<file path="config.mk">
export PLATFORM = sky130hd
export DESIGN_NAME = sectp_tag_mem
export DESIGN_NICKNAME = d
export VERILOG_FILES = /design/src/hdl/sectp_tag_mem.sv
export SDC_FILE = /design/constraint.sdc
export NUM_CORES = 1
export LEC_CHECK = 0
export BUFFER_PORTS_ARGS = -buffer_cell sky130_fd_sc_hd__buf_4
export CORE_AREA = 2 2 197 237
export CTS_CLUSTER_DIAMETER = 60
export CTS_CLUSTER_SIZE = 12
export DETAILED_ROUTE_END_ITERATION = 7
export DIE_AREA = 0 0 199 239
export GPL_TIMING_DRIVEN = 0
export SYNTH_ARGS = -nofsm -noshare
export SYNTH_HDL_FRONTEND = slang
export SYNTH_SLANG_ARGS = --single-unit
</file>
<file path="constraint.sdc">
create_clock -name i_clk -period 8.3 [get_ports i_clk]
set_input_delay 1.66 -clock i_clk [delete_from_list [all_inputs] [get_ports i_clk]]
set_output_delay 1.66 -clock i_clk [all_outputs]
set_load 0.005 [all_outputs]
</file>
<file path="src/hdl/sectp_tag_mem.sv">
// Tag memory of the profiler: one 32-bit section tag per entry.
// One write port, one registered read port; no package use.
module sectp_tag_mem #(
    parameter int DEPTH = 16,
    parameter int AW    = 4
) (
    input  logic          i_clk,
    input  logic          i_we,
    input  logic [AW-1:0] i_waddr,
    input  logic [31:0]   i_wdata,
    input  logic          i_re,
    input  logic [AW-1:0] i_raddr,
    output logic [31:0]   o_rdata
);

    logic [31:0] mem [DEPTH];
    logic [31:0] r_rdata;

    always_ff @(posedge i_clk) begin
        if (i_we) begin
            mem[i_waddr] <= i_wdata;
        end
        if (i_re) begin
            r_rdata <= mem[i_raddr];
        end
    end

    assign o_rdata = r_rdata;

endmodule

</file>
==> impl_metrics.tcl <==
set metrics [dict create \
    vias_per_cell 5.717 \
    multi_input_comb_area_mm2 0.003726 \
    setup_viol 0 \
    cts_buffers 51 \
    flow.area_growth_from_synthesis_pct 16.37 \
    portBuffers 72 \
    end_kind "register" \
    timing.max_cap.violations 0 \
    route.detailed.drc 0 \
    post_cts_resized 0 \
    cp_max_fo 10 \
    clkLatencyLatePin_ns 0.57 \
    reg2reg_depth 3 \
    antenna_found_initial 2 \
    final_cell_area_mm2 0.02348 \
    placement.cell_area_mm2 0.02211 \
    cts_hold_buf 0 \
    dpl.hpwl_um 27150 \
    synth.net_count 881 \
    worst_path_largest_cell_delay_ns 0.75 \
    design.die.area_mm2 0.04756 \
    num_rows 86 \
    cp_data_arrival_time_ns 3.44 \
    initial_utilization_pct 44.32 \
    fillers 3482 \
    first_global_vias 9674 \
    io_pins 75 \
    tritoncts_num_sinks 544 \
    synth.yosys.seq_area_share_pct 80.97 \
    timing_worst_slew_pin_value_ns 1.013 \
    die_x_um 199 \
    clkTransAtPathRegs_ns 0.06 \
    synth_warnings 0 \
    post-place-ws_ns 4.554 \
    gp_routability_congestion 0.6747 \
    drt_iter0_drc 893 \
    post-cts-setup-buffer-count 0 \
    post_route_cells_drive_above_1_share_pct 31.86 \
    maxSlewViolCount 0 \
    holdPathStages 3 \
    grt_max_degree 33 \
    maxClockFrequency_ghz 0.3180 \
    layout.area.seq_mm2 0.01634 \
    irDropWorstVdd_mv 0.1459 \
    placed_cells_incl_taps 1555 \
    worstHoldPathType "register to register" \
    final_tns_setup_ns 0 \
    grt.overflow.total 0 \
    wirelength_um 44090 \
    clock_tree.root_cell "sky130_fd_sc_hd__clkbuf_16" \
    synth.cell_area_mm2 0.02017 \
    route.antenna.remaining_nets 0 \
    critical_path_class "primary input to register" \
    path_cells "buf_2 -> buf_1 -> mux4_2 -> a22oi_1 -> nand2_1" \
    ctsLongestPathBuffers 3 \
    via_count_of_the_routed_design 9216 \
    post_synthesis_register_bit_count 544 \
    final_clock_skew_ns 0.01275 \
    gr-usage-all-layers_pct 19.21 \
    grt_pass1_wl_um 64600 \
    final_min_period_over_clock_period_pct 37.89 \
    final.hold.worst_slack_ns 0.7423 \
    outcome "finished clean" \
    ctsHtreeMaxLevel 2 \
    chipHeight_um 239 \
    synthCells 838 \
    nets 1035 \
    finalHoldViolations 0 \
    design.core.area_mm2 0.04552 \
    firstDrtPassIters 5 \
    final_cells 1612 \
    cts_tree "done" \
    cp_slowest_cell "sky130_fd_sc_hd__buf_1" \
    final_period_demand_of_the_worst_path_ns 3.145 \
    rsz0062_at_grt "no" \
    worst_ep_required_time_ns 8.59 \
    power-per-cell-area_mw_per_mm2 232.4 \
    count_of_distinct_cell_types_in_the_synthesized_netlist 17 \
    avgSynthCellArea_um2 24.07 \
    slew-limit-headroom_pct 32.29 \
    route.detailed.wl_per_inst_um 27.35 \
    leakage_power_total_uw 0.007429 \
    layout_setup_ws_ns 5.155 \
    timing.critical_path.from_type "primary input" \
]
## critical path, delay by kind of cell
family                 cells  cell delay [ns]
buffers and inverters      2             0.97
AOI/OAI and AO/OA          1             0.24
and+or+nand+nor            1             0.15
muxes                      1             0.41
## cell usage after synthesis (all sizes together)
master,number,area (um^2)
edfxtp,544,16340
mux4,128,2883
a22oi,64,480.5
nand2,33,123.9
buf,26,158.9
clkbuf,17,63.81
nor2,13,48.80
nor3,4,20.02
nand2b,2,12.51
nand3b,2,15.01
nor2b,2,12.51
and2,1,6.260
nand3,1,5.000
or3b,1,8.760
## layout make-up
type	count	share of cell area [%]
clock inverters	3	0.1599
repair buffers	101	4.498
flip-flops and latches	544	69.58
well taps	616	3.283
plain buffers	43	0.9486
diodes	1	0.01066
clock buffers	53	5.649
multi-input cells	251	15.87
## report_power, final
group / total [uW] / switching [uW] / internal (uW)
logic: 293 / 167 / 127
registers: 3110 / 13.7 / 3090
clock network: 2050 / 908 / 1150
## metal layers
| layer | wire length, um | share of wire, % | track usage (%) | vias up |
|---|---|---|---|---|
| met5 | 14 | 0.032 | 0 | - |
| met4 | 863 | 2.0 | 5.246 | 2 |
| met3 | 2449 | 5.6 | 3.344 | 61 |
| met2 | 22080 | 50 | 31.68 | 273 |
| met1 | 18680 | 42 | 26.65 | 4996 |
| li1 | - | - | - | 3884 |
## metrics by stage
| step | utilization [%] | power (uW) |
|---|---|---|
| global route | 51.58 | 5623 |
| finish | 51.58 | 5457 |
| global placement | 47.20 | 3449 |
| floorplan | - | 3315 |
| CTS | 51.58 | 5503 |
| detailed placement | 48.58 | 3467 |
## cell usage in the layout (no fill, tap or decap), drive strengths merged, types with 2 or more instances in the layout
master / instances
nor3: 4
mux4: 128
edfxtp: 544
nand2b: 2
nand3b: 2
nand2: 33
nor2b: 2
a22oi: 64
nor2: 13
buf: 127
clkinv: 2
clkbuf: 70
## worst paths after layout
path	from	endpoint	slack, ns
setup / recovery	i_raddr[1]	o_rdata[11]	5.16
hold / removal	mem[14][29]	o_rdata[29]	0.74
setup reg to reg	mem[11][19]	o_rdata[19]	6.76
hold reg to reg	mem[14][29]	o_rdata[29]	0.74
## flip-flops by register name, summed over array words and instances (netlist names)
| name | cells |
|---|---|
| mem | 512 |
| o_rdata | 32 |
## logic make-up after synthesis
| family | after synthesis | share of synthesized area (%) |
|---|---|---|
| buf+inv | 43 | 1.104 |
| simple gates | 59 | 1.253 |
| flops | 544 | 80.97 |
| mux | 128 | 14.29 |
| compound gates | 64 | 2.382 |
(Power assumes the default switching activity.)
