[src/hdl/sectp_pkg.sv]
// Shared types, codes and helpers of the section timing profiler.
// Used by the statistics memory, the update datapath and the top level.
package sectp_pkg;

    localparam logic [1:0] OP_BEGIN = 2'd0;
    localparam logic [1:0] OP_END   = 2'd1;
    localparam logic [1:0] OP_RESET = 2'd2;
    localparam logic [1:0] OP_READ  = 2'd3;

    localparam logic [2:0] ST_OK        = 3'd0;
    localparam logic [2:0] ST_IN_ERROR  = 3'd1;
    localparam logic [2:0] ST_DBL_BEGIN = 3'd2;
    localparam logic [2:0] ST_DBL_END   = 3'd3;
    localparam logic [2:0] ST_UNKNOWN   = 3'd4;
    localparam logic [2:0] ST_FULL      = 3'd5;
    localparam logic [2:0] ST_END_RESET = 3'd6;

    localparam logic [2:0] MODE_RESET     = 3'd0;
    localparam logic [2:0] MODE_RUNNING   = 3'd1;
    localparam logic [2:0] MODE_STOPPED   = 3'd2;
    localparam logic [2:0] MODE_DBL_BEGIN = 3'd3;
    localparam logic [2:0] MODE_DBL_END   = 3'd4;

    localparam logic [31:0] MIN_CLEAR = 32'h7FFF_FFFF;

    typedef struct packed {
        logic [2:0]  mode;
        logic [31:0] start;
        logic [31:0] count;
        logic [63:0] total;
        logic [31:0] min_time;
        logic [31:0] max_time;
    } t_stats;

    typedef struct packed {
        logic        wr;
        logic [2:0]  status;
        t_stats      stats;
    } t_upd;

    typedef struct packed {
        logic [2:0]  status;
        logic [3:0]  slot;
        logic [2:0]  mode;
        logic [31:0] count;
        logic [63:0] total;
        logic [31:0] min_time;
        logic [31:0] max_time;
        logic [4:0]  used;
    } t_res;

    function automatic t_stats f_clear_stats(input logic [31:0] start);
        t_stats s;
        s.mode     = MODE_RESET;
        s.start    = start;
        s.count    = 32'd0;
        s.total    = 64'd0;
        s.min_time = MIN_CLEAR;
        s.max_time = 32'd0;
        return s;
    endfunction

    function automatic t_res f_res_empty(input logic [2:0] status, input logic [3:0] slot,
                                         input logic [4:0] used);
        t_res r;
        r.status   = status;
        r.slot     = slot;
        r.mode     = MODE_RESET;
        r.count    = 32'd0;
        r.total    = 64'd0;
        r.min_time = 32'd0;
        r.max_time = 32'd0;
        r.used     = used;
        return r;
    endfunction

endpackage

[src/hdl/sectp_stat_mem.sv]
// Statistics memory of the profiler: start, count, total, min, max and mode
// per entry. One write port, one registered read port; uses sectp_pkg.
module sectp_stat_mem
    import sectp_pkg::*;
#(
    parameter int DEPTH = 16,
    parameter int AW    = 4
) (
    input  logic          i_clk,
    input  logic          i_we,
    input  logic [AW-1:0] i_waddr,
    input  t_stats        i_wdata,
    input  logic          i_re,
    input  logic [AW-1:0] i_raddr,
    output t_stats        o_rdata
);

    t_stats mem [DEPTH];
    t_stats r_rdata;

    always_ff @(posedge i_clk) begin
        if (i_we) begin
            mem[i_waddr] <= i_wdata;
        end
        if (i_re) begin
            r_rdata <= mem[i_raddr];
        end
    end

    assign o_rdata = r_rdata;

endmodule

[config.mk]
export PLATFORM = sky130hd
export DESIGN_NAME = sectp_stat_mem
export DESIGN_NICKNAME = d
export VERILOG_FILES = /design/src/hdl/sectp_pkg.sv /design/src/hdl/sectp_stat_mem.sv
export SDC_FILE = /design/constraint.sdc
export NUM_CORES = 2
export LEC_CHECK = 0
export ABC_AREA = 0
export BUFFER_PORTS_ARGS = -buffer_cell sky130_fd_sc_hd__buf_2
export CORE_MARGIN = 5
export CORE_UTILIZATION = 61
export DETAILED_ROUTE_END_ITERATION = 12
export PLACE_DENSITY_LB_ADDON = 0.3
export SYNTH_ARGS = -nofsm -noshare
export SYNTH_HDL_FRONTEND = slang
export SYNTH_SLANG_ARGS = --single-unit
[constraint.sdc]
create_clock -name i_clk -period 28 [get_ports i_clk]
set_clock_uncertainty 0.15 [all_clocks]
set_input_delay 7 -clock i_clk [delete_from_list [all_inputs] [get_ports i_clk]]
set_output_delay 7 -clock i_clk [all_outputs]
set_load 0.01 [all_outputs]
==> key figures <==
Timing
  • Setup TNS: 0 ps
  • Count of final hold-check violations: 0
  • Period utilization: between 30% and 40%
  • Max Fclk: 94.4 MHz
  • Max-slew violation count: 0
  • Final setup viols: 0
  • Final WS setup: 17,400 ps
  • Worst Max-Slew Pin Slew: 1290 ps
  • Max-Slew Margin vs Limit: a little over an eighth
  • Minimum clock period: 10,600 ps
  • RSZ-0062 raised after global routing: false

Global route
  • Total track usage: 27.7%
  • Initial antenna violation count: 80
  • Total gr overflow: 0
  • Global-route wire length before repair: 417,000 um
  • Pin count of the biggest net entering global routing: 170
  • Number of global-route vias before repair: 59,462

Outcome
  • Outcome: finished, final reports clean

Power
  • Power Dens Cells: roughly 76 mW/mm^2
  • PnR Total Power: 10.5 mW
  • Pleak: 44.3 nW
  • Maximum vdd drop: ~0.078 mV

Clock network
  • CTS Hold Bufs: 0
  • Clk slew on worst S/H paths: 60 ps
  • Post-CTS resize count: 0
  • CTS max path bufs: 4
  • Number of CTS-inserted buffers: 336
  • H-tree depth: 5
  • CTS tree: done
  • Root buf cell: clkbuf_16
  • Sink Count: 3,315
  • Clk_lat worst skew: ~950 ps
  • Setup bufs post-CTS: 0

Worst setup path
  • Crit. End Element: flip-flop
  • Crit path required time: between 20,000 and 30,000 ps
  • Crit-path max FO: 45
  • Worst Setup Path Type: input pin to flip-flop
  • Critical Path AT: 10,980 ps
  • Critical path launch point type: input pin

Finish
  • Area grow syn2layout: 13.0%
  • Design area: ~0.14 mm^2
  • Final #Nets: 5,859
  • Filler cells: ~12,000
  • Share of layout cells above drive strength 1: between 30% and 40%

Worst hold path
  • HP Class: flip-flop to flip-flop

Die
  • Die height: 458 um
  • Io pins: 401
  • Starting Density: about three fifths
  • Site Rows: approximately 160
  • Die Wd: 458 um
  • Die Area: 0.210 mm^2
  • Floorplan core area: 0.200 mm^2

Logic synthesis
  • Mapped Cells: about 5,100
  • Area share of the largest cell type after synthesis: around four fifths
  • Asr flop ratio synth: 0%
  • Most instantiated cells after synthesis: 3,315 x edfxtp_1, 720 x mux4_2, 354 x a22oi_1
  • Count leader, synth: edfxtp_1
  • Synthesis Warnings: 0
  • Top FF cell, synth: edfxtp_1
  • Yosys reg bits: 3,315
  • Mapped Area: between 0.1 and 0.15 mm^2
  • Syn avg cell area: 24.2 um^2
  • Top cells by area, synth: edfxtp_1 81%, mux4_2 13%, a22oi_1 2.2%
  • Biggest area consumer among synthesized cells: edfxtp_1
  • Post-synthesis net count: between 5,000 and 6,000
  • Unique masters post-synth: 27
  • Seq/Total Area, Yosys: just over 80%
  • Number of synthesized flops with an enable pin: ~3,300

Route
  • Antenna-violating nets left: 0
  • Drt initial violations: 7,100
  • Avg Vias per Cell: about 6.7
  • First-pass DRT Iterations: 5
  • Routed wire length: about 290,000 um
  • Via Count: just under 60,000
  • Detailed-route DRC error count: 0
  • DR WL/cell: 33.6 um

Placed design
  • Routability cong.: 0.743
  • Placement Setup Slack: between 15,000 and 20,000 ps
  • Placed wire-length estimate: 139,000 um
  • Placed inst area: 0.128 mm^2
  • I/O Buffers: 400

Run
  • Max-cap violation count: 0
where the power goes:
part / switching, mW / internal, mW
clock: 1.81 / 2.60
sequential: 0.0442 / 5.59
combinational: 0.293 / 0.183
logic make-up after synthesis:
| logic type | after synthesis | synth area share (%) |
|---|---|---|
| AOI/OAI and AO/OA | 444 | 2.66 |
| DFF | 3315 | 81.1 |
| and+or+nand+nor | 203 | 0.671 |
| buffers and inverters | 268 | 1.16 |
| muxes | 847 | 14.4 |
worst max-delay path: stages:
cell	delay, ps
buf_2	110
or3b_2	590
nor2_4	120
buf_4	610
buf_4	820
buf_4	770
buf_4	760
sequential cells by signal, summed over array words and instances, names as in the netlist:
| signal | count |
|---|---|
| mem | 3120 |
| o_rdata | 195 |
cells in the final DEF, fill, tap and decap left out, types with 30 or more instances in the layout:
cell       Yosys  layout
clkbuf_16      0     342
buf_4         12      95
clkbuf_1     105      57
o22ai_1       34      34
nand2_1      166     166
clkinv_1       0      75
clkinv_2       0      57
o221ai_1      30      30
diode_2        0      49
buf_2         82     396
a22oi_1      354     354
mux4_2       720     720
edfxtp_1    3315    3315
bufinv_16      0      40
mux2_2        93      93
cell type report:
class	instances	area [um^2]	share of cell area [%]
flip-flops and latches	3315	99500	71.8
multi-input cells	1494	21900	15.8
clock buffers	399	8770	6.33
well taps	2656	3320	2.40
repair buffers	506	2980	2.15
clock inverters	198	2000	1.45
diodes	49	123	0.0885
final timing paths:
| kind | start | endpoint | slack (ps) | depth (start not counted) |
|---|---|---|---|---|
| setup / recovery | i_waddr[2] | mem[3][63] | 17400 | 7 |
| hold / removal | mem[15][108] | o_rdata[108] | 570 | 3 |
| setup reg to reg | mem[4][5] | o_rdata[5] | 26230 | 3 |
| hold reg to reg | mem[15][108] | o_rdata[108] | 570 | 3 |
routing by layer:
metal | part of all wire [%] | GRT usage [%]
met3 | 9.3 | 6.00
met5 | 0.058 | 0
met1 | 36 | 36.9
met4 | 4.4 | 11.8
met2 | 50 | 45.3
metrics by stage:
step                      cells  hold slack, ps  util, %
after floorplan            5077             535        -
after global placement     7971             567     63.9
after detailed placement   7971             578     63.9
after CTS                  8568             579     69.3
after global routing       8597             596     69.3
final                      8617             571     69.4
Power figures use the tool's default switching activity.
