--- src/hdl/sectp_pkg.sv ---
// Shared types, codes and helpers of the section timing profiler.
// Used by the statistics memory, the update datapath and the top level.
package sectp_pkg;

    localparam logic [1:0] OP_BEGIN = 2'd0;
    localparam logic [1:0] OP_END   = 2'd1;
    localparam logic [1:0] OP_RESET = 2'd2;
    localparam logic [1:0] OP_READ  = 2'd3;

    localparam logic [2:0] ST_OK        = 3'd0;
    localparam logic [2:0] ST_IN_ERROR  = 3'd1;
    localparam logic [2:0] ST_DBL_BEGIN = 3'd2;
    localparam logic [2:0] ST_DBL_END   = 3'd3;
    localparam logic [2:0] ST_UNKNOWN   = 3'd4;
    localparam logic [2:0] ST_FULL      = 3'd5;
    localparam logic [2:0] ST_END_RESET = 3'd6;

    localparam logic [2:0] MODE_RESET     = 3'd0;
    localparam logic [2:0] MODE_RUNNING   = 3'd1;
    localparam logic [2:0] MODE_STOPPED   = 3'd2;
    localparam logic [2:0] MODE_DBL_BEGIN = 3'd3;
    localparam logic [2:0] MODE_DBL_END   = 3'd4;

    localparam logic [31:0] MIN_CLEAR = 32'h7FFF_FFFF;

    typedef struct packed {
        logic [2:0]  mode;
        logic [31:0] start;
        logic [31:0] count;
        logic [63:0] total;
        logic [31:0] min_time;
        logic [31:0] max_time;
    } t_stats;

    typedef struct packed {
        logic        wr;
        logic [2:0]  status;
        t_stats      stats;
    } t_upd;

    typedef struct packed {
        logic [2:0]  status;
        logic [3:0]  slot;
        logic [2:0]  mode;
        logic [31:0] count;
        logic [63:0] total;
        logic [31:0] min_time;
        logic [31:0] max_time;
        logic [4:0]  used;
    } t_res;

    function automatic t_stats f_clear_stats(input logic [31:0] start);
        t_stats s;
        s.mode     = MODE_RESET;
        s.start    = start;
        s.count    = 32'd0;
        s.total    = 64'd0;
        s.min_time = MIN_CLEAR;
        s.max_time = 32'd0;
        return s;
    endfunction

    function automatic t_res f_res_empty(input logic [2:0] status, input logic [3:0] slot,
                                         input logic [4:0] used);
        t_res r;
        r.status   = status;
        r.slot     = slot;
        r.mode     = MODE_RESET;
        r.count    = 32'd0;
        r.total    = 64'd0;
        r.min_time = 32'd0;
        r.max_time = 32'd0;
        r.used     = used;
        return r;
    endfunction

endpackage

--- src/hdl/sectp_upd.sv ---
// Update datapath: applies a begin, end or read to one entry read from the
// statistics memory and gives the status and the entry to write back. Uses sectp_pkg.
module sectp_upd
    import sectp_pkg::*;
(
    input  logic [1:0]  i_op,
    input  t_stats      i_old,
    input  logic [31:0] i_now,
    output t_upd        o_upd
);

    logic [31:0] diff;
    logic        in_error;

    assign diff     = i_now - i_old.start;
    assign in_error = (i_old.mode == MODE_DBL_BEGIN) || (i_old.mode == MODE_DBL_END);

    always_comb begin
        o_upd.wr     = 1'b0;
        o_upd.status = ST_OK;
        o_upd.stats  = i_old;
        case (i_op)
            OP_BEGIN: begin
                if (in_error) begin
                    o_upd.status = ST_IN_ERROR;
                end else if (i_old.mode == MODE_RUNNING) begin
                    o_upd.wr         = 1'b1;
                    o_upd.status     = ST_DBL_BEGIN;
                    o_upd.stats.mode = MODE_DBL_BEGIN;
                end else begin
                    o_upd.wr          = 1'b1;
                    o_upd.stats.start = i_now;
                    o_upd.stats.mode  = MODE_RUNNING;
                end
            end
            OP_END: begin
                if (i_old.mode == MODE_RESET) begin
                    o_upd.status = ST_END_RESET;
                end else if (in_error) begin
                    o_upd.status = ST_IN_ERROR;
                end else if (i_old.mode == MODE_STOPPED) begin
                    o_upd.wr         = 1'b1;
                    o_upd.status     = ST_DBL_END;
                    o_upd.stats.mode = MODE_DBL_END;
                end else begin
                    // running: close the interval
                    o_upd.wr          = 1'b1;
                    o_upd.stats.count = i_old.count + 32'd1;
                    o_upd.stats.total = i_old.total + {32'd0, diff};
                    if (i_old.max_time < diff) begin
                        o_upd.stats.max_time = diff;
                    end
                    if (i_old.min_time > diff) begin
                        o_upd.stats.min_time = diff;
                    end
                    o_upd.stats.mode = MODE_STOPPED;
                end
            end
            default: begin
                // read: return the entry unchanged
                o_upd.wr = 1'b0;
            end
        endcase
    end

endmodule

--- config.mk ---
export PLATFORM = sky130hd
export DESIGN_NAME = sectp_upd
export DESIGN_NICKNAME = d
export VERILOG_FILES = /design/src/hdl/sectp_pkg.sv /design/src/hdl/sectp_upd.sv
export SDC_FILE = /design/constraint.sdc
export NUM_CORES = 1
export LEC_CHECK = 0
export ABC_AREA = 1
export BUFFER_PORTS_ARGS = -buffer_cell sky130_fd_sc_hd__buf_2
export CORE_AREA = 5 5 162 164
export DETAILED_ROUTE_END_ITERATION = 7
export DIE_AREA = 0 0 167 169
export SLEW_MARGIN = 20
export SYNTH_ARGS = -nofsm -noshare
export SYNTH_HDL_FRONTEND = slang
export SYNTH_SLANG_ARGS = --single-unit
--- constraint.sdc ---
create_clock -name vclk -period 7.9
set_clock_uncertainty 0.2 [all_clocks]
set_input_delay 1.58 -clock vclk [all_inputs]
set_output_delay 1.58 -clock vclk [all_outputs]
set_load 0.03 [all_outputs]
==> results of run 1 <==
-- worst max-delay path by stage --
stage	from	to	slack (ps)	cells past startpoint
global route	i_old[173]	o_upd[112]	-10	26
detailed placement	i_old[177]	o_upd[113]	-110	26
floorplan	i_old[162]	o_upd[108]	800	28
finish	i_old[169]	o_upd[53]	330	28
global placement	i_old[174]	o_upd[113]	-200	27
CTS	i_now[0]	o_upd[113]	10	24
-- metal layers --
metal | track usage, % | wire length [um] | share of wire (%) | vias up
met5 | 0 | 7 | 0.017 | -
met4 | 8.93 | 1330 | 3.3 | 2
li1 | - | - | - | 6166
met3 | 3.48 | 2740 | 6.8 | 68
met1 | 31.3 | 16300 | 40 | 5307
met2 | 50.1 | 20100 | 50 | 465
-- synthesized netlist by cell type (7+ instances only) --
library cell,n,area share [%]
sky130_fd_sc_hd__nand2_1,429,18
sky130_fd_sc_hd__inv_1,279,12
sky130_fd_sc_hd__nor2_1,145,6.2
sky130_fd_sc_hd__nand3_1,133,7.6
sky130_fd_sc_hd__a21oi_1,131,7.5
sky130_fd_sc_hd__ha_1,125,18
sky130_fd_sc_hd__xor2_1,59,5.9
sky130_fd_sc_hd__o21ai_0,49,2.8
sky130_fd_sc_hd__xnor2_1,44,4.4
sky130_fd_sc_hd__nor3_1,31,1.8
sky130_fd_sc_hd__nand4_1,29,2.1
sky130_fd_sc_hd__a31oi_1,21,1.5
sky130_fd_sc_hd__nor4_1,19,1.4
sky130_fd_sc_hd__clkbuf_1,15,0.64
sky130_fd_sc_hd__mux2i_1,9,1.0
sky130_fd_sc_hd__a21o_1,8,0.68
sky130_fd_sc_hd__nand2_2,8,0.57
sky130_fd_sc_hd__or2_2,8,0.57
sky130_fd_sc_hd__buf_2,7,0.40
-- critical path, delay by kind of cell --
kind	cells	cell delay (ps)
compound gates	2	310
simple gates	16	2440
fa+ha+maj	2	650
buf+inv	8	800
-- kinds of logic (layout without fill, tap and decap cells) --
group                      count (synthesis)  in the layout  share of synthesized area (%)
other                                      0              6                              0
AOI/OAI and AO/OA                        246            246                           15.7
xor gates and xnor gates                 103            103                           10.3
and+or+nand+nor                          821            821                           40.3
buffers and inverters                    315            748                           14.3
muxes                                     10             10                           1.16
adders and majority gates                127            127                           18.3
-- power breakdown --
part | leakage [nW] | internal [W] | switching (W)
sequential | 0 | 0 | 0
combinational | 6.80 | 0.000502 | 0.000954
clock | 0.0000380 | 0.000000000102 | 0
-- through the flow --
step	hold WS (ps)	std cells	setup slack [ps]	utilization [%]
after floorplan	3140	1622	802	-
after global placement	3270	2383	-203	46.2
after detailed placement	3270	2383	-106	46.2
after CTS	3270	2383	13.5	46.2
after global routing	3300	2391	-14.0	47.0
final	3270	2391	328	47.0
-- timing repair --
action	in CTS	in global routing
cloned	0	0
setup endpoints to repair	2	91
buffers inserted	0	2
hold buffers	0	0
resized for setup	1	34
-- area by class of cell --
type               count  area, um^2  area share, %
diodes                 6        15.0          0.129
multi-input cells   1307        7680           66.1
well taps            330         413           3.55
inverters            282        1060           9.11
repair buffers       466        2450           21.1
==> results.txt, run 1 <==
* Result of the run: complete, no violations
- Final hold viol count: 0
* Worst-case headroom to the max-slew limit: approximately three fifths
- Startpoint of the most critical hold path: i_old[127]
- Highest net fanout along the worst path: 18
- The net count of the finished layout is ~2400.
- Sequential cells: 0
- Starting Density: between 30% and 40%
* Number of detailed-routing iterations run before antenna repair: 6
- The number of pins with negative max-slew slack in the final report was 0.
- The wire-length estimate of the detail-placed layout is about 37000 um.
- Type of element launching the critical path: primary input
- After floorplanning, the core was divided into between 50 and 60 placement rows.
* Slowest CP cell: sky130_fd_sc_hd__ha_1
* Maximum clock frequency: 132 MHz
- The detailed router finished its first iteration with 700 violations.
- Global routing finished with a remaining overflow of 0.
* Seq/Total Area, Yosys: 0%
- The number of global-route vias before repair is between 10000 and 15000.
- Setup violations, final: 0
- Post-Synthesis Cell Area: around 8800 um^2
- Average footprint of a synthesized cell: about 5.4 um^2
- Fill cells in the final layout number about 2800.
* Endpoint arrival time on the critical path: around 5800 ps
* Number of nets still failing antenna checks after routing: 0
- Type of the tightest min-delay check: primary input to output pin
- Yosys printed 0 warnings.
- The core region is between 20000 and 25000 um^2.
- Syn-to-layout area delta: 32.5%
- Post-placement cell area: between 10000 and 15000 um^2
- Summed over all cells, the static leakage comes to about 6.8 nW.
* Mapped Cells: 1622
- Registers take 0 um^2.
- Overall power after layout: 0.00146 W
- Overall fraction of global-route tracks in use: about a quarter
- Maximum ir drop on the vdd rail: around 0.000057 V
* Layout cells sized above 1: approximately a quarter
* Antenna violations before repair: 8
* Die Span X: 167 um
- Subtracting the final worst setup slack from the clock period gives between 7000 and 8000 ps.
- Wire length reported by the detailed router: 40500 um
* Number of violations of the max-capacitance limit: 0
- Count of clock-net buffers in the final layout: 0
- Most common cell after layout, fill and taps aside: sky130_fd_sc_hd__nand2_1
- The first global-routing pass estimated between 60000 and 70000 um of wire.
- Crit path capture type: output pin
* Share of the clock period used by the worst path after layout: between 90% and 100%
* Vert. Die Dim: between 150 and 200 um
- Remaining design rule violation count: 0
- IO Pins: 428
* Detailed-route via count: 12000
- The die covers about 28000 um^2.
- Dividing total power by cell area gives a power density of 125 nW/um^2.
- Slowest Stage Delay on Critical Path: approximately 370 ps
* Most frequent cells in the layout: 428 x sky130_fd_sc_hd__nand2_1, 427 x sky130_fd_sc_hd__buf_2, 279 x sky130_fd_sc_hd__inv_1
- Data on the critical path is required at its endpoint by 6120 ps.
* Largest net degree at the start of global routing: 59
- The critical path in this run is classified as primary input to output pin.
- RD Place Congestion: 0.973
- Setup tns final: 0 ps
* Synthesized netlist net count: roughly 2000
- The path with the worst hold slack has its endpoint at o_upd[127].
- Distinct cell type count after synthesis: a little under 50
- Input and output buffers added on the ports amount to approximately 430.
- Design Area, Final: 11600 um^2
* Transition time at the pin with the least slew margin: a little under 600 ps
- Average routed wire per standard cell: between 15 and 20 um
- In the routed layout, each cell is associated on average with a via count of 5.02.
- The worst hold path was traced through 3 stages.
No activity file was read; power rests on OpenSTA's default activity.
==> inputs of run 2 (changes only) <==
--- a/config.mk
+++ b/config.mk
@@ -10,6 +10,7 @@
 export CORE_AREA = 5 5 162 164
 export DETAILED_ROUTE_END_ITERATION = 7
 export DIE_AREA = 0 0 167 169
+export REMOVE_ABC_BUFFERS = 1
 export SLEW_MARGIN = 20
 export SYNTH_ARGS = -nofsm -noshare
 export SYNTH_HDL_FRONTEND = slang
==> results.txt, run 2 (synthesized netlist as in run 1, its figures left out) <==
- Fraction of power spent switching nets: between 60% and 70%
- Type of element launching the critical path: primary input
- The floorplan step defined a die boundary enclosing approximately 28000 um^2.
- The critical path contains buffers and inverters numbering 6 combined.
- RD Place Congestion: approximately 1
- Worst setup path category: primary input to output pin
- The number of global-route vias before repair came to between 10000 and 15000.
* Required time at the endpoint of the critical path: a little over 6000 ps
- Detailed-placement wirelength estimate: between 30000 and 40000 um
* Total congestion overflow after global routing: 0
- STA classifies the critical path endpoint as an output pin.
* Endpoint arrival time on the critical path: 5770 ps
- For this configuration, the core starts out at a cell density of between 30% and 40%.
* Largest net degree at the start of global routing: between 60 and 70
- Power density normalized to cell area: roughly 120 nW/um^2
- Timing would allow up to ~130 MHz.
- IO Pins: around 430
- In this run the static leakage power is just under 7 nW.
* Final min period: roughly 7600 ps
* Worst-case headroom to the max-slew limit: a little under 60%
- The detail route stage leaves a number of antenna-violating nets equal to 0.
- The first routing iteration left about 650 violations.
- Detailed-route via count: around 12000
- Remaining design rule violation count: 0
* Highest net fanout along the worst path: 5
- In the final routed layout, each cell accounts on average for about 17 um.
* Type of the tightest min-delay check: primary input to output pin
* Maximum ir drop on the vdd rail: roughly 0.000054 V
- Syn-to-layout area delta: 32.9%
- Number of port buffers: approximately 430
* Overall fraction of global-route tracks in use: between 20% and 30%
- Setup repair after global routing missed its margin: no
- Most frequent cells in the layout: 425 x sky130_fd_sc_hd__nand2_1, 425 x sky130_fd_sc_hd__buf_2, 279 x sky130_fd_sc_hd__inv_1
* Clock network fraction of total power: 0%
- Slowest CP cell: sky130_fd_sc_hd__fa_1
* Vert. Die Dim: 169 um
- For this run, the slowest stage of the critical path takes roughly 500 ps.
* Overall power after layout: 0.00145 W
- Setup violations remaining at the end of the flow were counted as 0.
- The internal power of the cells totals between 0.0004 and 0.0005 W.
- Wire length reported by the detailed router: between 30000 and 40000 um
- For the pin with the worst max-slew slack, the measured transition is between 600 and 700 ps.
* Proportion of power drawn by combinational gates: 100.0%
* Final hold viol count: 0
* Sequential cell fraction of total power: 0%
- Number of core rows: 58
- Switching power of the nets: about 0.00095 W
* Family with the most delay on the worst path: adder cells
* Result of the run: complete, no violations
- Counting the clock-network buffers in the layout gives 0.
- Hold-fix buffer count after cts: 0
- Number of violations of the max-capacitance limit: 0
- Ordered list of cells on the worst path: buf_2 -> inv_1 -> ha_1 -> inv_1 -> fa_1 -> a21oi_2 -> o21bai_1 -> a21oi_1 -> xor2_1 -> inv_1 -> ha_1 -> nand2_1 -> nor2_1 -> inv_1 -> o21ai_0 -> a31oi_1 -> nand2_1 -> nand2_1 -> nand2_1 -> nand2_2 -> nor2_1 -> xor2_1 -> buf_2
- Sequential cells: 0
- Vias per Instance: 5.05
- Total area of sequential cells: 0 um^2
- Setup tns final: 0 ps
- Die Span X: 167 um
- After the last flow step, the layout net total stands at ~2400.
* Antenna violations before repair: 3
* Final-report max-slew violation count: 0
- Area of combinational cells with multiple inputs: approximately 7700 um^2
- The first detailed-routing pass took 5 iterations.
- Global-route wire length before repair: between 60000 and 70000 um
- Placeable core region: 24700 um^2
- In the final layout, the share of cells above drive strength 1 is between 20% and 30%.
* Share of the clock period used by the worst path after layout: 95.6%
- The layout has between 2000 and 3000 filler cells.
## run 2: cell count changes in the layout (fill, tap and decap cells not counted), moves of 3 or more
cell,change
sky130_fd_sc_hd__nand2_1,-3
sky130_fd_sc_hd__ha_2,+3
sky130_fd_sc_hd__nor2_2,-3
sky130_fd_sc_hd__xor2_2,-3
sky130_fd_sc_hd__nor2_4,+3
sky130_fd_sc_hd__nand2_2,+4
sky130_fd_sc_hd__xor2_1,+3
sky130_fd_sc_hd__diode_2,-4
sky130_fd_sc_hd__ha_1,-4
## run 2: worst paths after layout
path                       start         end  slack [ps]  depth (start not counted)
worst max-delay path    i_now[0]  o_upd[116]         350                         23
worst min-delay path  i_old[159]  o_upd[159]        3270                          3
## run 2: power by group through the flow
stage | sequential [W] | clock [W] | combinational (W)
after global placement | 0 | 0 | 0.00139
after global routing | 0 | 0.0000000000170 | 0.00160
after CTS | 0 | 0 | 0.00140
after floorplan | 0 | 0 | 0.000937
final | 0 | 0.0000000000341 | 0.00145
after detailed placement | 0 | 0 | 0.00140
## run 2: repair_timing
item	CTS	global route
resized for setup	2	48
gates cloned	0	2
endpoints found under the setup margin	3	97
buffers inserted	0	6
pin swaps	0	4
## run 2: final cells by class
| type | instances | share of cell area [%] |
|---|---|---|
| multi-input combinational | 1309 | 66.4 |
| timing repair buffer | 466 | 20.9 |
| inverter | 282 | 9.08 |
| tap | 330 | 3.54 |
| antenna | 2 | 0.0429 |
## run 2: layer usage
metal	GRT usage [%]	part of all wire [%]	wire length, um	vias to the layer above
met5	0	0.068	27	-
met2	48.5	49	19600	448
met3	3.48	6.2	2490	78
met1	31.3	41	16400	5360
met4	8.61	3.7	1480	4
li1	-	-	-	6172
## run 2: metrics by stage
| step | hold WS, ps | area (um^2) | worst slack, ps | std cells | util (%) |
|---|---|---|---|---|---|
| 2_1_floorplan | 3080 | 8580 | -1430 | 1589 | - |
| 3_3_place_gp | 3280 | 11400 | 16.1 | 2379 | 46.0 |
| 3_5_place_dp | 3280 | 11400 | -52.6 | 2379 | 46.0 |
| 4_1_cts | 3280 | 11400 | 25.3 | 2379 | 46.0 |
| 5_1_grt | 3300 | 11700 | 6.38 | 2388 | 47.1 |
| 6_report | 3270 | 11700 | 347 | 2389 | 47.1 |
==> inputs of run 3 (changes only) <==
--- a/config.mk
+++ b/config.mk
@@ -5,11 +5,11 @@
 export SDC_FILE = /design/constraint.sdc
 export NUM_CORES = 1
 export LEC_CHECK = 0
-export ABC_AREA = 1
+export ABC_AREA = 0
 export BUFFER_PORTS_ARGS = -buffer_cell sky130_fd_sc_hd__buf_2
-export CORE_AREA = 5 5 162 164
+export CORE_AREA = 5 5 163 165
 export DETAILED_ROUTE_END_ITERATION = 7
-export DIE_AREA = 0 0 167 169
+export DIE_AREA = 0 0 168 170
 export REMOVE_ABC_BUFFERS = 1
 export SLEW_MARGIN = 20
 export SYNTH_ARGS = -nofsm -noshare
==> results.txt, run 3 <==
* Cell type with the largest total area after synthesis: sky130_fd_sc_hd__ha_1
- The layout has 0 clock buffers.
- Setup slack on the critical path of the routed design comes to -260 ps.
- Average footprint of a synthesized cell: roughly 7.1 um^2
- Sequential cells were found to cover 0% of the synthesized design area.
* Leading post-synthesis cells by cell area: sky130_fd_sc_hd__ha_1 21%, sky130_fd_sc_hd__xnor2_1 7.7%, sky130_fd_sc_hd__nand2_1 7.0%, sky130_fd_sc_hd__xor2_1 6.4%, sky130_fd_sc_hd__o21ai_0 6.2%
* IO Pins: approximately 430
- Leaving out fill and tap cells, the most frequent cell in the layout is sky130_fd_sc_hd__buf_2.
* Starting Density: 30.6%
* Largest net degree at the start of global routing: 63
- Final hold viol count: 0
- Violations in the final reports: setup timing
- Global-route wire length before repair: around 55000 um
* Via count of the first global-routing pass: roughly 10000
* Drt first-iter violations: between 400 and 500
- Number of nets still failing antenna checks after routing: 0
- Antenna violations before repair: 8
* Mapped Cells: between 1000 and 1500
* Sequential cells: 0
- At the end of the flow, the number of nets in the layout was approximately 2000.
- The worst setup path is captured at an output pin.
- For this run the aggregate overflow at the end of global routing stands at 0.
- Number of violations of the max-capacitance limit: 0
* Number of detailed-routing iterations run before antenna repair: 5
- Combinational logic is responsible for 100.0% of the overall power.
- Global routing used between 20% and 30% of the available tracks.
- Setup repair after global routing missed its margin: yes
* Share of the clock period used by the worst path after layout: 103%
- After legalization and detailed placement, the total HPWL measured approximately 32000 um.
* Count of fill cells added during filler insertion: roughly 2400
- Remaining design rule violation count: 0
- Leaving out fill and tap cells, the most frequent cells in the layout are 332 x sky130_fd_sc_hd__buf_2, 185 x sky130_fd_sc_hd__buf_4, 138 x sky130_fd_sc_hd__nand2_1.
* Synth warnings: 0
* Fraction of power spent switching nets: 54.4%
* Transition time at the pin with the least slew margin: around 1200 ps
- After floorplanning, the core was divided into 58 placement rows.
- The number of pins with negative max-slew slack in the final report is 0.
* Required time at the endpoint of the critical path: between 6000 and 7000 ps
- The share of synthesized area in the top cell type comes to about a fifth.
* Area enclosed by the die boundary: 28600 um^2
* Detailed-route via count: a little over 10000
* Top post-synthesis cells by count: 142 x sky130_fd_sc_hd__nand2_1, 125 x sky130_fd_sc_hd__ha_1, 94 x sky130_fd_sc_hd__o21ai_0
- Summing all placed instances gives a cell area of roughly 11000 um^2.
* Most numerous cell in the Yosys netlist: sky130_fd_sc_hd__nand2_1
- Minimum hold slack: approximately 3300 ps
* RD Place Congestion: about 0.99
* Setup violations, final: 65
- Placeable core region: around 25000 um^2
- In this run the tool buffered the top-level ports with between 400 and 500 buffer cells.
* Vert. Die Dim: between 150 and 200 um
- Wire length reported by the detailed router: between 30000 and 40000 um
- Relative to the synthesized area, the layout overhead comes to 70.1%.
- Switching power of the nets: just over 0.0009 W
- The cell family contributing the most delay on the critical path is compound AO/OA/AOI/OAI gates.
- The synthesized netlist contains 70 unique library cells.
- Worst Path Buf+Inv: 10
- In this run the cell area of the synthesized design comes to 7610 um^2.
- Endpoint arrival time on the critical path: about 6400 ps
* Total area of sequential cells: 0 um^2
- The worst pin sits at a relative slew slack of a little over a fifth.
- The flow ran to the end, but the final reports show violations.
* Most frequent CP cell: sky130_fd_sc_hd__buf_4
* Hold-fix buffer count after cts: 0
- Worst setup path category: primary input to output pin
- In the final routed layout, each cell accounts on average for roughly 19 um.
- Die Span X: 168 um
- In the routed layout, each cell is associated on average with a via count of approximately 5.2.
* Internal portion of total power: ~0.0008 W
* Highest net fanout along the worst path: 5
* Clock network fraction of total power: 0%
- VDD sags by at most approximately 0.000046 V.
* Design Area, Final: 13000 um^2
* Final min period: about 8200 ps
* Layout cells sized above 1: between 40% and 50%
- Type of the tightest min-delay check: primary input to output pin
- Leakage power: around 6.9 nW
- Maximum clock frequency: roughly 120 MHz
* Sequential cell fraction of total power: 0%
- Power density normalized to cell area: approximately 130 nW/um^2
- Slowest CP cell: sky130_fd_sc_hd__fa_2
* Type of element launching the critical path: primary input
* Slowest Stage Delay on Critical Path: between 300 and 400 ps
run 3: kinds of logic (layout without fill, tap and decap cells):
logic type                 Yosys count  after routing  share of synthesized area, %
muxes                               68             68                          11.5
and+or+nand+nor                    338            338                          20.6
AOI/OAI and AO/OA                  299            299                          25.5
other                                0              6                             0
buffers and inverters              113            700                          6.65
xor gates and xnor gates           125            125                          14.6
adders and majority gates          128            128                          21.2
run 3: final timing paths:
kind,startpoint,to,slack (ps),cells after the start
setup / recovery,i_now[0],o_upd[41],-260,31
hold / removal,i_old[127],o_upd[127],3280,3
run 3: power groups by stage:
stage / Combinational (W) / Clock, W / Sequential [W]
2_1_floorplan: 0.000893 / 0 / 0
3_3_place_gp: 0.00148 / 0 / 0
3_5_place_dp: 0.00149 / 0 / 0
4_1_cts: 0.00163 / 0 / 0
5_1_grt: 0.00184 / 0.000000000102 / 0
6_report: 0.00171 / 0.000000000102 / 0
run 3: cell type report:
cell class | count | area, um^2 | area share (%)
repair buffers | 616 | 4290 | 33.1
well taps | 330 | 413 | 3.19
diodes | 6 | 15.0 | 0.116
multi-input cells | 958 | 7920 | 61.1
inverters | 84 | 318 | 2.45
run 3: stage by stage:
stage	total power [W]	std cells	TNS, ps	util, %	worst slack (ps)
floorplan	0.000893	1042	-134020	-	-3930
detailed placement	0.00149	1957	-42440	45.0	-543
finish	0.00171	1994	-6860	52.0	-260
CTS	0.00163	1981	-7690	49.4	-181
global route	0.00184	1994	-29020	52.0	-501
global placement	0.00148	1957	-35710	45.0	-507
run 3: repair_timing:
item	CTS	global route
gates resized for setup	212	168
buffers inserted	18	13
pin swaps	16	33
gates cloned	6	1
endpoints found under the setup margin	99	104
run 3: per-layer routing:
metal,share of wire (%),GRT usage [%],up-vias
met5,0.055,0,-
met4,3.6,7.41,4
met3,6.5,4.30,70
met2,50,44.3,407
met1,40,27.6,4764
li1,-,-,5032
run 3: worst min-delay path: stages:
cell and delay [ps]:
sky130_fd_sc_hd__buf_2 90, sky130_fd_sc_hd__xor2_1 60, sky130_fd_sc_hd__buf_2 170
